$ cat src/hdl/smdl_pkg.sv
// Shared types, field layout and default constants of the switch matrix debouncer.
package smdl_pkg;

	// Default matrix geometry and time width
	localparam int ROWS_DEF      = 8;
	localparam int COLS_DEF      = 7;
	localparam int TIME_BITS_DEF = 32;

	// Configuration register
	localparam int              DEB_W          = 16;
	localparam logic [DEB_W-1:0] DEBOUNCE_RESET = 16'd20;

	// Input beat fields
	localparam int KIND_W  = 2;
	localparam int ROW_W   = 3;
	localparam int LEVEL_W = 7;
	localparam int NOW_W   = 32;
	localparam int IDX_W   = 6;

	localparam int ROW_LSB   = 0;
	localparam int LEVEL_LSB = ROW_LSB + ROW_W;
	localparam int NOW_LSB   = LEVEL_LSB + LEVEL_W;
	localparam int IDX_LSB   = NOW_LSB + NOW_W;
	localparam int IN_DATA_W = IDX_LSB + IDX_W;

	// Output beat fields
	localparam int STATE_W    = 7;
	localparam int OUT_DATA_W = STATE_W + 1;

	// Item kinds
	typedef enum logic [KIND_W-1:0] {
		KIND_SCAN = 2'd0,
		KIND_READ = 2'd1,
		KIND_RISE = 2'd2,
		KIND_FALL = 2'd3
	} kind_t;

endpackage

$ cat src/hdl/smdl_row_mem.sv
// Row memory holding raw levels and change stamps, with per-row valid bits.
module smdl_row_mem #(
	parameter int ROWS = 8,
	parameter int AW   = 3,
	parameter int EW   = 231
) (
	input  logic          clk,
	input  logic          arst_n,
	input  logic          rd_en,
	input  logic [AW-1:0] rd_addr,
	output logic [EW-1:0] rd_data,
	input  logic          wr_en,
	input  logic [AW-1:0] wr_addr,
	input  logic [EW-1:0] wr_data
);

	logic [EW-1:0]   mem [ROWS];
	logic [EW-1:0]   rd_data_q;
	logic            rd_hit_q;
	logic [ROWS-1:0] valid_q;

	// Write port and registered read port
	always_ff @(posedge clk) begin
		if (wr_en) begin
			mem[wr_addr] <= wr_data;
		end
		if (rd_en) begin
			rd_data_q <= mem[rd_addr];
		end
	end

	// Track written rows; an unwritten row reads as all zero
	always_ff @(posedge clk or negedge arst_n) begin
		if (!arst_n) begin
			valid_q  <= '0;
			rd_hit_q <= 1'b0;
		end else begin
			if (wr_en) begin
				valid_q[wr_addr] <= 1'b1;
			end
			if (rd_en) begin
				rd_hit_q <= valid_q[rd_addr];
			end
		end
	end

	assign rd_data = rd_hit_q ? rd_data_q : '0;

endmodule

$ cat src/hdl/smdl_row_eval.sv
// Per-column debounce evaluation of one matrix row.
module smdl_row_eval
	import smdl_pkg::*;
#(
	parameter int COLS      = 7,
	parameter int TIME_BITS = 32
) (
	input  logic [COLS*(TIME_BITS+1)-1:0] entry,
	input  logic [COLS-1:0]               levels,
	input  logic [TIME_BITS-1:0]          now,
	input  logic [DEB_W-1:0]              debounce_ms,
	output logic [COLS*(TIME_BITS+1)-1:0] new_entry,
	output logic [COLS-1:0]               result
);

	localparam int CW = (TIME_BITS > DEB_W) ? TIME_BITS : DEB_W;

	// Evaluate each switch of the row side by side
	for (genvar c = 0; c < COLS; c++) begin : g_col
		logic [TIME_BITS-1:0] stamp;
		logic [TIME_BITS-1:0] elapsed;
		logic                 changed;

		assign stamp   = entry[COLS + c*TIME_BITS +: TIME_BITS];
		assign changed = levels[c] ^ entry[c];
		assign elapsed = now - stamp;

		// Raw bit follows the level; stamp restarts on a change
		assign new_entry[c] = levels[c];
		assign new_entry[COLS + c*TIME_BITS +: TIME_BITS] = changed ? now : stamp;

		assign result[c] = !changed && levels[c] &&
			(CW'(elapsed) > CW'(debounce_ms));
	end

endmodule

$ cat src/hdl/switch_matrix_debounce_latch_unit.sv
// Top level of the switch matrix debouncer: pipeline, state bits and stream ports.
// Path: an accepted beat is registered in stage one, then in the output register.
// Throughput: one beat per cycle while the output is not stalled; a scan reads its row
// from the row memory at accept and writes it back when it leaves stage one, a
// forwarding register covers back-to-back scans of the same row.
// Reset: debounce threshold returns to 20 ms, all debounced and latch bits clear,
// row memory (raw bits, stamps) reads zero through per-row valid bits; no clearing pass.
module switch_matrix_debounce_latch_unit
	import smdl_pkg::*;
#(
	parameter int ROWS      = ROWS_DEF,
	parameter int COLS      = COLS_DEF,
	parameter int TIME_BITS = TIME_BITS_DEF
) (
	input  logic                  clk,
	input  logic                  arst_n,
	input  logic                  cfg_we,
	input  logic [DEB_W-1:0]      cfg_wdata,
	input  logic                  s_tvalid,
	output logic                  s_tready,
	input  logic [IN_DATA_W-1:0]  s_tdata,  // row[2:0], col_levels[9:3], now_ms[41:10],
	                                        // switch_index[47:42]
	input  logic [KIND_W-1:0]     s_tuser,  // kind[1:0]
	output logic                  m_tvalid,
	input  logic                  m_tready,
	output logic [OUT_DATA_W-1:0] m_tdata   // row_state[6:0], read_bit[7]
);

	localparam int NSW = ROWS * COLS;
	localparam int RAW = (ROWS > 1) ? $clog2(ROWS) : 1;
	localparam int IW  = (NSW > 1) ? $clog2(NSW) : 1;
	localparam int EW  = COLS * (TIME_BITS + 1);

	logic [DEB_W-1:0] deb_ms_q;

	logic             accept;
	logic [ROW_W-1:0] in_row;

	logic                 s1_valid_q;
	logic                 s1_adv;
	kind_t                kind_s1;
	logic [ROW_W-1:0]     row_s1;
	logic [LEVEL_W-1:0]   level_s1;
	logic [TIME_BITS-1:0] now_s1;
	logic [IDX_W-1:0]     idx_s1;

	logic [EW-1:0]   rd_data;
	logic [EW-1:0]   entry;
	logic [EW-1:0]   new_entry;
	logic [COLS-1:0] row_res;
	logic            row_ok;
	logic            scan_wr;

	logic            fwd_valid_q;
	logic [RAW-1:0]  fwd_row_q;
	logic [EW-1:0]   fwd_data_q;

	logic [NSW-1:0] deb_q;
	logic [NSW-1:0] latch_q;
	logic           sw_ok;
	logic           cur_bit;
	logic           cur_latch;
	logic           sense;
	logic           ans;
	logic           latch_wr;
	logic [STATE_W-1:0] row_state;

	logic                  out_valid_q;
	logic [OUT_DATA_W-1:0] out_data_q;

	// Hold the debounce threshold
	always_ff @(posedge clk or negedge arst_n) begin
		if (!arst_n) begin
			deb_ms_q <= DEBOUNCE_RESET;
		end else if (cfg_we) begin
			deb_ms_q <= cfg_wdata;
		end
	end

	// Accept a beat whenever stage one is free or moving on
	assign s1_adv   = s1_valid_q && (!out_valid_q || m_tready);
	assign s_tready = !s1_valid_q || s1_adv;
	assign accept   = s_tvalid && s_tready;
	assign in_row   = s_tdata[ROW_LSB +: ROW_W];

	always_ff @(posedge clk or negedge arst_n) begin
		if (!arst_n) begin
			s1_valid_q <= 1'b0;
		end else if (s_tready) begin
			s1_valid_q <= s_tvalid;
		end
	end

	always_ff @(posedge clk) begin
		if (accept) begin
			kind_s1  <= kind_t'(s_tuser);
			row_s1   <= in_row;
			level_s1 <= s_tdata[LEVEL_LSB +: LEVEL_W];
			now_s1   <= s_tdata[NOW_LSB +: TIME_BITS];
			idx_s1   <= s_tdata[IDX_LSB +: IDX_W];
		end
	end

	// Row memory, read at accept, written back when the scan leaves stage one
	smdl_row_mem #(
		.ROWS (ROWS),
		.AW   (RAW),
		.EW   (EW)
	) u_row_mem (
		.clk     (clk),
		.arst_n  (arst_n),
		.rd_en   (accept),
		.rd_addr (in_row[RAW-1:0]),
		.rd_data (rd_data),
		.wr_en   (scan_wr),
		.wr_addr (row_s1[RAW-1:0]),
		.wr_data (new_entry)
	);

	// Forward the last written row over the stale memory read
	assign entry = (fwd_valid_q && fwd_row_q == row_s1[RAW-1:0]) ? fwd_data_q : rd_data;

	always_ff @(posedge clk or negedge arst_n) begin
		if (!arst_n) begin
			fwd_valid_q <= 1'b0;
		end else if (scan_wr) begin
			fwd_valid_q <= 1'b1;
		end
	end

	always_ff @(posedge clk) begin
		if (scan_wr) begin
			fwd_row_q  <= row_s1[RAW-1:0];
			fwd_data_q <= new_entry;
		end
	end

	smdl_row_eval #(
		.COLS      (COLS),
		.TIME_BITS (TIME_BITS)
	) u_row_eval (
		.entry       (entry),
		.levels      (COLS'(level_s1)),
		.now         (now_s1),
		.debounce_ms (deb_ms_q),
		.new_entry   (new_entry),
		.result      (row_res)
	);

	assign row_ok  = {1'b0, row_s1} < (ROW_W+1)'(ROWS);
	assign scan_wr = s1_adv && kind_s1 == KIND_SCAN && row_ok;

	// Look up the addressed switch
	assign sw_ok     = {1'b0, idx_s1} < (IDX_W+1)'(NSW);
	assign cur_bit   = deb_q[idx_s1[IW-1:0]];
	assign cur_latch = latch_q[idx_s1[IW-1:0]];
	assign sense     = (kind_s1 == KIND_RISE) ? cur_bit : !cur_bit;

	always_comb begin
		unique case (kind_s1)
			KIND_SCAN: ans = 1'b0;
			KIND_READ: ans = sw_ok && cur_bit;
			KIND_RISE,
			KIND_FALL: ans = sw_ok && sense && !cur_latch;
			default:   ans = 1'b0;
		endcase
	end

	assign latch_wr  = s1_adv && sw_ok && (kind_s1 == KIND_RISE || kind_s1 == KIND_FALL);
	assign row_state = (kind_s1 == KIND_SCAN && row_ok) ? STATE_W'(row_res) : '0;

	// Replace the scanned row's debounced bits and update edge latches
	always_ff @(posedge clk or negedge arst_n) begin
		if (!arst_n) begin
			deb_q   <= '0;
			latch_q <= '0;
		end else begin
			for (int r = 0; r < ROWS; r++) begin
				for (int c = 0; c < COLS; c++) begin
					if (scan_wr && row_s1 == ROW_W'(r)) begin
						deb_q[r*COLS + c] <= row_res[c];
					end
				end
			end
			if (latch_wr) begin
				latch_q[idx_s1[IW-1:0]] <= sense;
			end
		end
	end

	// Output register, held until the beat is taken
	always_ff @(posedge clk or negedge arst_n) begin
		if (!arst_n) begin
			out_valid_q <= 1'b0;
		end else if (s1_adv) begin
			out_valid_q <= 1'b1;
		end else if (m_tready) begin
			out_valid_q <= 1'b0;
		end
	end

	always_ff @(posedge clk) begin
		if (s1_adv) begin
			out_data_q <= {ans, row_state};
		end
	end

	assign m_tvalid = out_valid_q;
	assign m_tdata  = out_data_q;

	// A stalled stage one keeps its beat
	assert property (@(posedge clk) disable iff (!arst_n)
		s1_valid_q && !s1_adv |=> s1_valid_q)
		else $error("stage one beat lost while stalled");

	// A beat never carries both a row state and a read answer
	assert property (@(posedge clk) disable iff (!arst_n)
		m_tvalid && m_tdata[STATE_W-1:0] != '0 |-> !m_tdata[STATE_W])
		else $error("row state and read answer both set");

	// The forwarding register tracks each write-back
	assert property (@(posedge clk) disable iff (!arst_n)
		scan_wr |=> fwd_valid_q && fwd_row_q == $past(row_s1[RAW-1:0]))
		else $error("forwarding register missed a write-back");

	// Latches change only on a latched read
	assert property (@(posedge clk) disable iff (!arst_n)
		!latch_wr |=> $stable(latch_q))
		else $error("edge latch changed without a latched read");

	// Debounced bits change only on a scan write-back
	assert property (@(posedge clk) disable iff (!arst_n)
		!scan_wr |=> $stable(deb_q))
		else $error("debounced bits changed without a scan");

endmodule
$ cat config.mk
export PLATFORM = sky130hd
export DESIGN_NAME = switch_matrix_debounce_latch_unit
export DESIGN_NICKNAME = d
export VERILOG_FILES = /design/src/hdl/smdl_pkg.sv /design/src/hdl/smdl_row_mem.sv /design/src/hdl/smdl_row_eval.sv /design/src/hdl/switch_matrix_debounce_latch_unit.sv
export SDC_FILE = /design/constraint.sdc
export NUM_CORES = 2
export LEC_CHECK = 0
export BUFFER_PORTS_ARGS = -buffer_cell sky130_fd_sc_hd__buf_2
export CORE_MARGIN = 2
export CORE_UTILIZATION = 45
export DETAILED_ROUTE_END_ITERATION = 8
export PLACE_DENSITY_LB_ADDON = 0.25
export SYNTH_ARGS = -nofsm -noshare
export SYNTH_HDL_FRONTEND = slang
export SYNTH_SLANG_ARGS = --single-unit
$ cat constraint.sdc
create_clock -name clk -period 22.7 [get_ports clk]
set_clock_uncertainty 0.1 [all_clocks]
set_input_delay 1.135 -clock clk [delete_from_list [all_inputs] [get_ports clk]]
set_output_delay 1.135 -clock clk [all_outputs]
set_load 0.02 [all_outputs]
==> impl_metrics.json <==
{
  "critPathTopFamily": "compound AO/OA/AOI/OAI gates",
  "finalHoldWorstSlack_ps": 203.4,
  "fmax_ghz": 0.1132,
  "power.share.clock_pct": 35.6,
  "postRouteAntennaNets": 0,
  "coreArea_um2": 253900,
  "maxCapViolations": 0,
  "fin_crit_sh_pct": 38.93,
  "yosysWarnings": 0,
  "final_nets": 7748,
  "reg2reg_depth": 29,
  "remaining_drc_errors": 0,
  "vias": 68620,
  "io_pins": 81,
  "slew_violations": 0,
  "cpMostUsedCell": "a21oi_1",
  "hold_path.class": "in2async",
  "crit_start": "fwd_valid_q$_DFFE_PN0P_",
  "yosys.area.top_type": "edfxtp_1",
  "crit_arrival_ps": 9350,
  "drt_pass1_iterations": 6,
  "instances_no_fill": 10989,
  "cts_hold_buf": 0,
  "finalSetupViolCount": 0,
  "syn-num-nets": 7652,
  "p_total_mw": 12.14,
  "tritoncts": "yes",
  "yosys-top-cells-area": "edfxtp_1 (62%), mux4_2 (9.1%), mux2_2 (3.1%), dfrtp_1 (3.0%), ha_1 (2.9%)",
  "worst_ep_required_time_ps": 23210,
  "maxSlewHeadroom_pct": 7.727,
  "critPathLaunchType": "flop",
  "routed_wl_mm": 330.9,
  "gp_congestion": 0.9612,
  "period_needed_ps": 8836,
  "hold_viol": 0,
  "cp_max_fo": 55,
  "synth_seq_cells": 2511,
  "power.leakage_nw": 43.89,
  "pre_cts_slack_ps": 14080,
  "synth.distinct_cells": 108,
  "grt_pass1_vias": 68236,
  "syn_area_um2": 114800,
  "vias_per_cell": 6.244,
  "grt_setup_unrepaired": "false",
  "layout_setup_ws_ps": 13860,
  "final.setup.tns_ps": 0,
  "r2r-start": "fwd_valid_q$_DFFE_PN0P_",
  "cts_setup_buffers": 0,
  "post_synth.cell_area_avg_um2": 15.69,
  "critical_path.slowest_cell": "nor4_4",
  "drtIter0Drc": 8198,
  "final_area_um2": 127700,
  "hpwl_mm": 205.9,
  "swShare_pct": 28.78,
  "h-tree-depth": 5,
  "critPathBufInv": 4,
  "status": "finished clean",
  "fillers": 20712,
  "syn_inst": 7315,
  "p_per_area_nw_per_um2": 95.02,
  "clockBufferDepth": 4,
  "critPathCapture": "m_tdata[2]$_SDFFCE_PP0P_",
  "async_reset_ff_share_pct": 5.575,
  "reg2reg_slack_ps": 13860,
  "grt_overflow_total": 0,
  "internal_power_mw": 8.644,
  "synth_top_area_share_pct": 62.02,
  "cts_resized": 0,
  "port_buffers": 80,
  "floorplan.rows": 185,
  "grt_pass1_wl_mm": 476.5,
  "place_inst": 10499,
  "worstSetupPathDepth": 29,
  "ir_worst_vdd_mv": 0.06429,
  "die-area_um2": 259200,
  "die_width_um": 509.1,
  "seq_area_frac_synth_pct": 65.07,
  "dieHeight_um": 509.1,
  "cts_root_buffer": "clkbuf_16",
  "synthFlopType": "edfxtp_1",
  "endpoint_kind": "flop",
  "drive_above_1_share_pct": 19.60,
  "worstReg2RegEnd": "m_tdata[2]$_SDFFCE_PP0P_",
  "cts_buffers": 276,
  "seq_power_share_pct": 45.3,
  "postPlaceCellArea_um2": 119100,
  "max_stage_delay_ps": 800,
  "initial_core_util_pct": 45.21,
  "cts_sinks": 2511,
  "combPwrFrac_pct": 19.1,
  "syn_to_final_growth_pct": 11.26,
  "wire_per_inst_um": 30.11,
  "crit_type": "reg2reg",
  "clk_pin_slew_ps": 60,
  "synth-edff-count": 2371,
  "grt_max_degree": 140,
  "p_switching_mw": 3.493,
  "final_core_util_pct": 50.30,
  "track_usage_pct": 25.19,
  "worst_pin_slew_ps": 1346,
  "clk_latency_ps": 890,
  "antenna_found_initial": 15
}
-- power groups by stage --
| stage | combinational (mW) | sequential, mW | clock (mW) |
|---|---|---|---|
| 6_report | 2.32 | 5.50 | 4.32 |
| 4_1_cts | 2.29 | 5.49 | 4.39 |
| 2_1_floorplan | 1.50 | 5.56 | 0 |
| 3_5_place_dp | 2.28 | 5.59 | 0 |
| 3_3_place_gp | 2.25 | 5.58 | 0 |
| 5_1_grt | 2.49 | 5.50 | 4.57 |
-- layout make-up --
| type | count | area, µm² | area share (%) |
|---|---|---|---|
| Inverter | 141 | 604.3 | 0.4731 |
| Antenna cell | 6 | 15.01 | 0.01176 |
| Multi-Input combinational cell | 4261 | 38000 | 29.75 |
| Timing Repair Buffer | 220 | 1550 | 1.214 |
| Clock inverter | 145 | 1354 | 1.060 |
| Clock buffer | 339 | 7286 | 5.704 |
| Tap cell | 3366 | 4212 | 3.297 |
| Sequential cell | 2511 | 74710 | 58.49 |
-- state kept, by name, summed over array words and instances (netlist names) --
register / flops
s1_valid_q: 1
u_row_mem.rd_hit_q: 1
latch_q: 56
fwd_data_q: 231
now_s1: 32
deb_q: 56
kind_s1: 2
m_tdata: 8
u_row_mem.rd_data_q: 231
u_row_mem.mem: 1848
fwd_row_q: 3
level_s1: 7
m_tvalid: 1
fwd_valid_q: 1
idx_s1: 6
row_s1: 3
u_row_mem.valid_q: 8
deb_ms_q: 16
-- logic make-up (layout without fill, tap and decap cells) --
family                   Yosys count  count (layout)  synth area share (%)
multiplexers                    1073            1073                 14.85
adder cells (fa/ha/maj)          286             286                 3.076
flip-flops                      2511            2511                 65.07
AND/OR/NAND/NOR                 1333            1333                 5.705
other                              0               6                     0
AO/OA/AOI/OAI                   1330            1330                 7.543
buffers and inverters            543             845                 1.884
XOR/XNOR                         239             239                 1.869
-- synthesized netlist by cell type, drive strengths merged (12+ instances only) --
master,number
nand4,76
or2,21
maj3,20
o2111ai,17
nor2,314
nor3,67
o31ai,23
a22oi,49
a41oi,32
o21ai,256
mux4,465
xnor2,194
o21bai,48
clkbuf,293
and2,60
o221ai,13
nor4,28
o211ai,24
inv,129
edfxtp,2371
dfrtp,138
or3,31
clkinv,12
xor2,45
mux2i,291
a211oi,47
a211o,13
a22o,14
a21o,118
o22ai,18
a21boi,13
ha,266
a31oi,46
mux2,317
nand3,83
buf,109
nand2b,34
and3,162
o21a,28
a221oi,28
a21oi,435
nor2b,25
nand2,386
-- how the worst min path moves through the flow --
stage | start | end | slack, ps | cells after the start
2_1_floorplan | row_s1[0]$_DFFE_PP_ | fwd_row_q[0]$_DFFE_PP_ | 320 | 0
3_3_place_gp | u_row_mem.valid_q[6]$_DFFE_PN0P_ | u_row_mem.valid_q[6]$_DFFE_PN0P_ | 350 | 1
3_5_place_dp | u_row_mem.valid_q[3]$_DFFE_PN0P_ | u_row_mem.valid_q[3]$_DFFE_PN0P_ | 350 | 1
4_1_cts | arst_n | m_tvalid$_DFFE_PN0P_ | 180 | 1
5_1_grt | arst_n | s1_valid_q$_DFFE_PN0N_ | 220 | 1
6_report | arst_n | m_tvalid$_DFFE_PN0P_ | 200 | 1
-- worst reg2reg max path, delay by kind of cell, from the launching register on --
| family | cells | cell delay (ps) |
|---|---|---|
| flip-flops | 1 | 340 |
| AO/OA/AOI/OAI | 14 | 3470 |
| XOR/XNOR | 1 | 150 |
| buffers and inverters | 4 | 1380 |
| adder cells (fa/ha/maj) | 4 | 1180 |
| AND/OR/NAND/NOR | 6 | 2000 |
-- cell usage in the layout, fill, tap and decap left out, drive strengths merged, types with 18 or more instances in the layout --
master,synthesis,routed
nor2b,25,25
a41oi,32,32
nand4,76,76
o21bai,48,48
o31ai,23,23
a211oi,47,47
a221oi,28,28
o211ai,24,24
nor4,28,28
nor2,314,314
inv,129,157
and3,162,162
mux4,465,465
nand3,83,83
ha,266,266
and2,60,60
o22ai,18,18
mux2i,291,291
nand2,386,386
edfxtp,2371,2371
nor3,67,67
a21o,118,118
a31oi,46,46
maj3,20,20
xnor2,194,194
or2,21,21
clkbuf,293,339
a21oi,435,435
xor2,45,45
buf,109,220
dfrtp,138,138
or3,31,31
o21ai,256,256
nand2b,34,34
o21a,28,28
a22oi,49,49
clkinv,12,107
mux2,317,317
-- routing by layer --
metal	track usage (%)	part of all wire (%)	up-vias
li1	-	-	29297
met1	35.18	42	35811
met2	40.53	47	2944
met3	3.699	7.1	562
met4	8.528	3.5	6
met5	0	0.012	-
(Power assumes the default switching activity.)
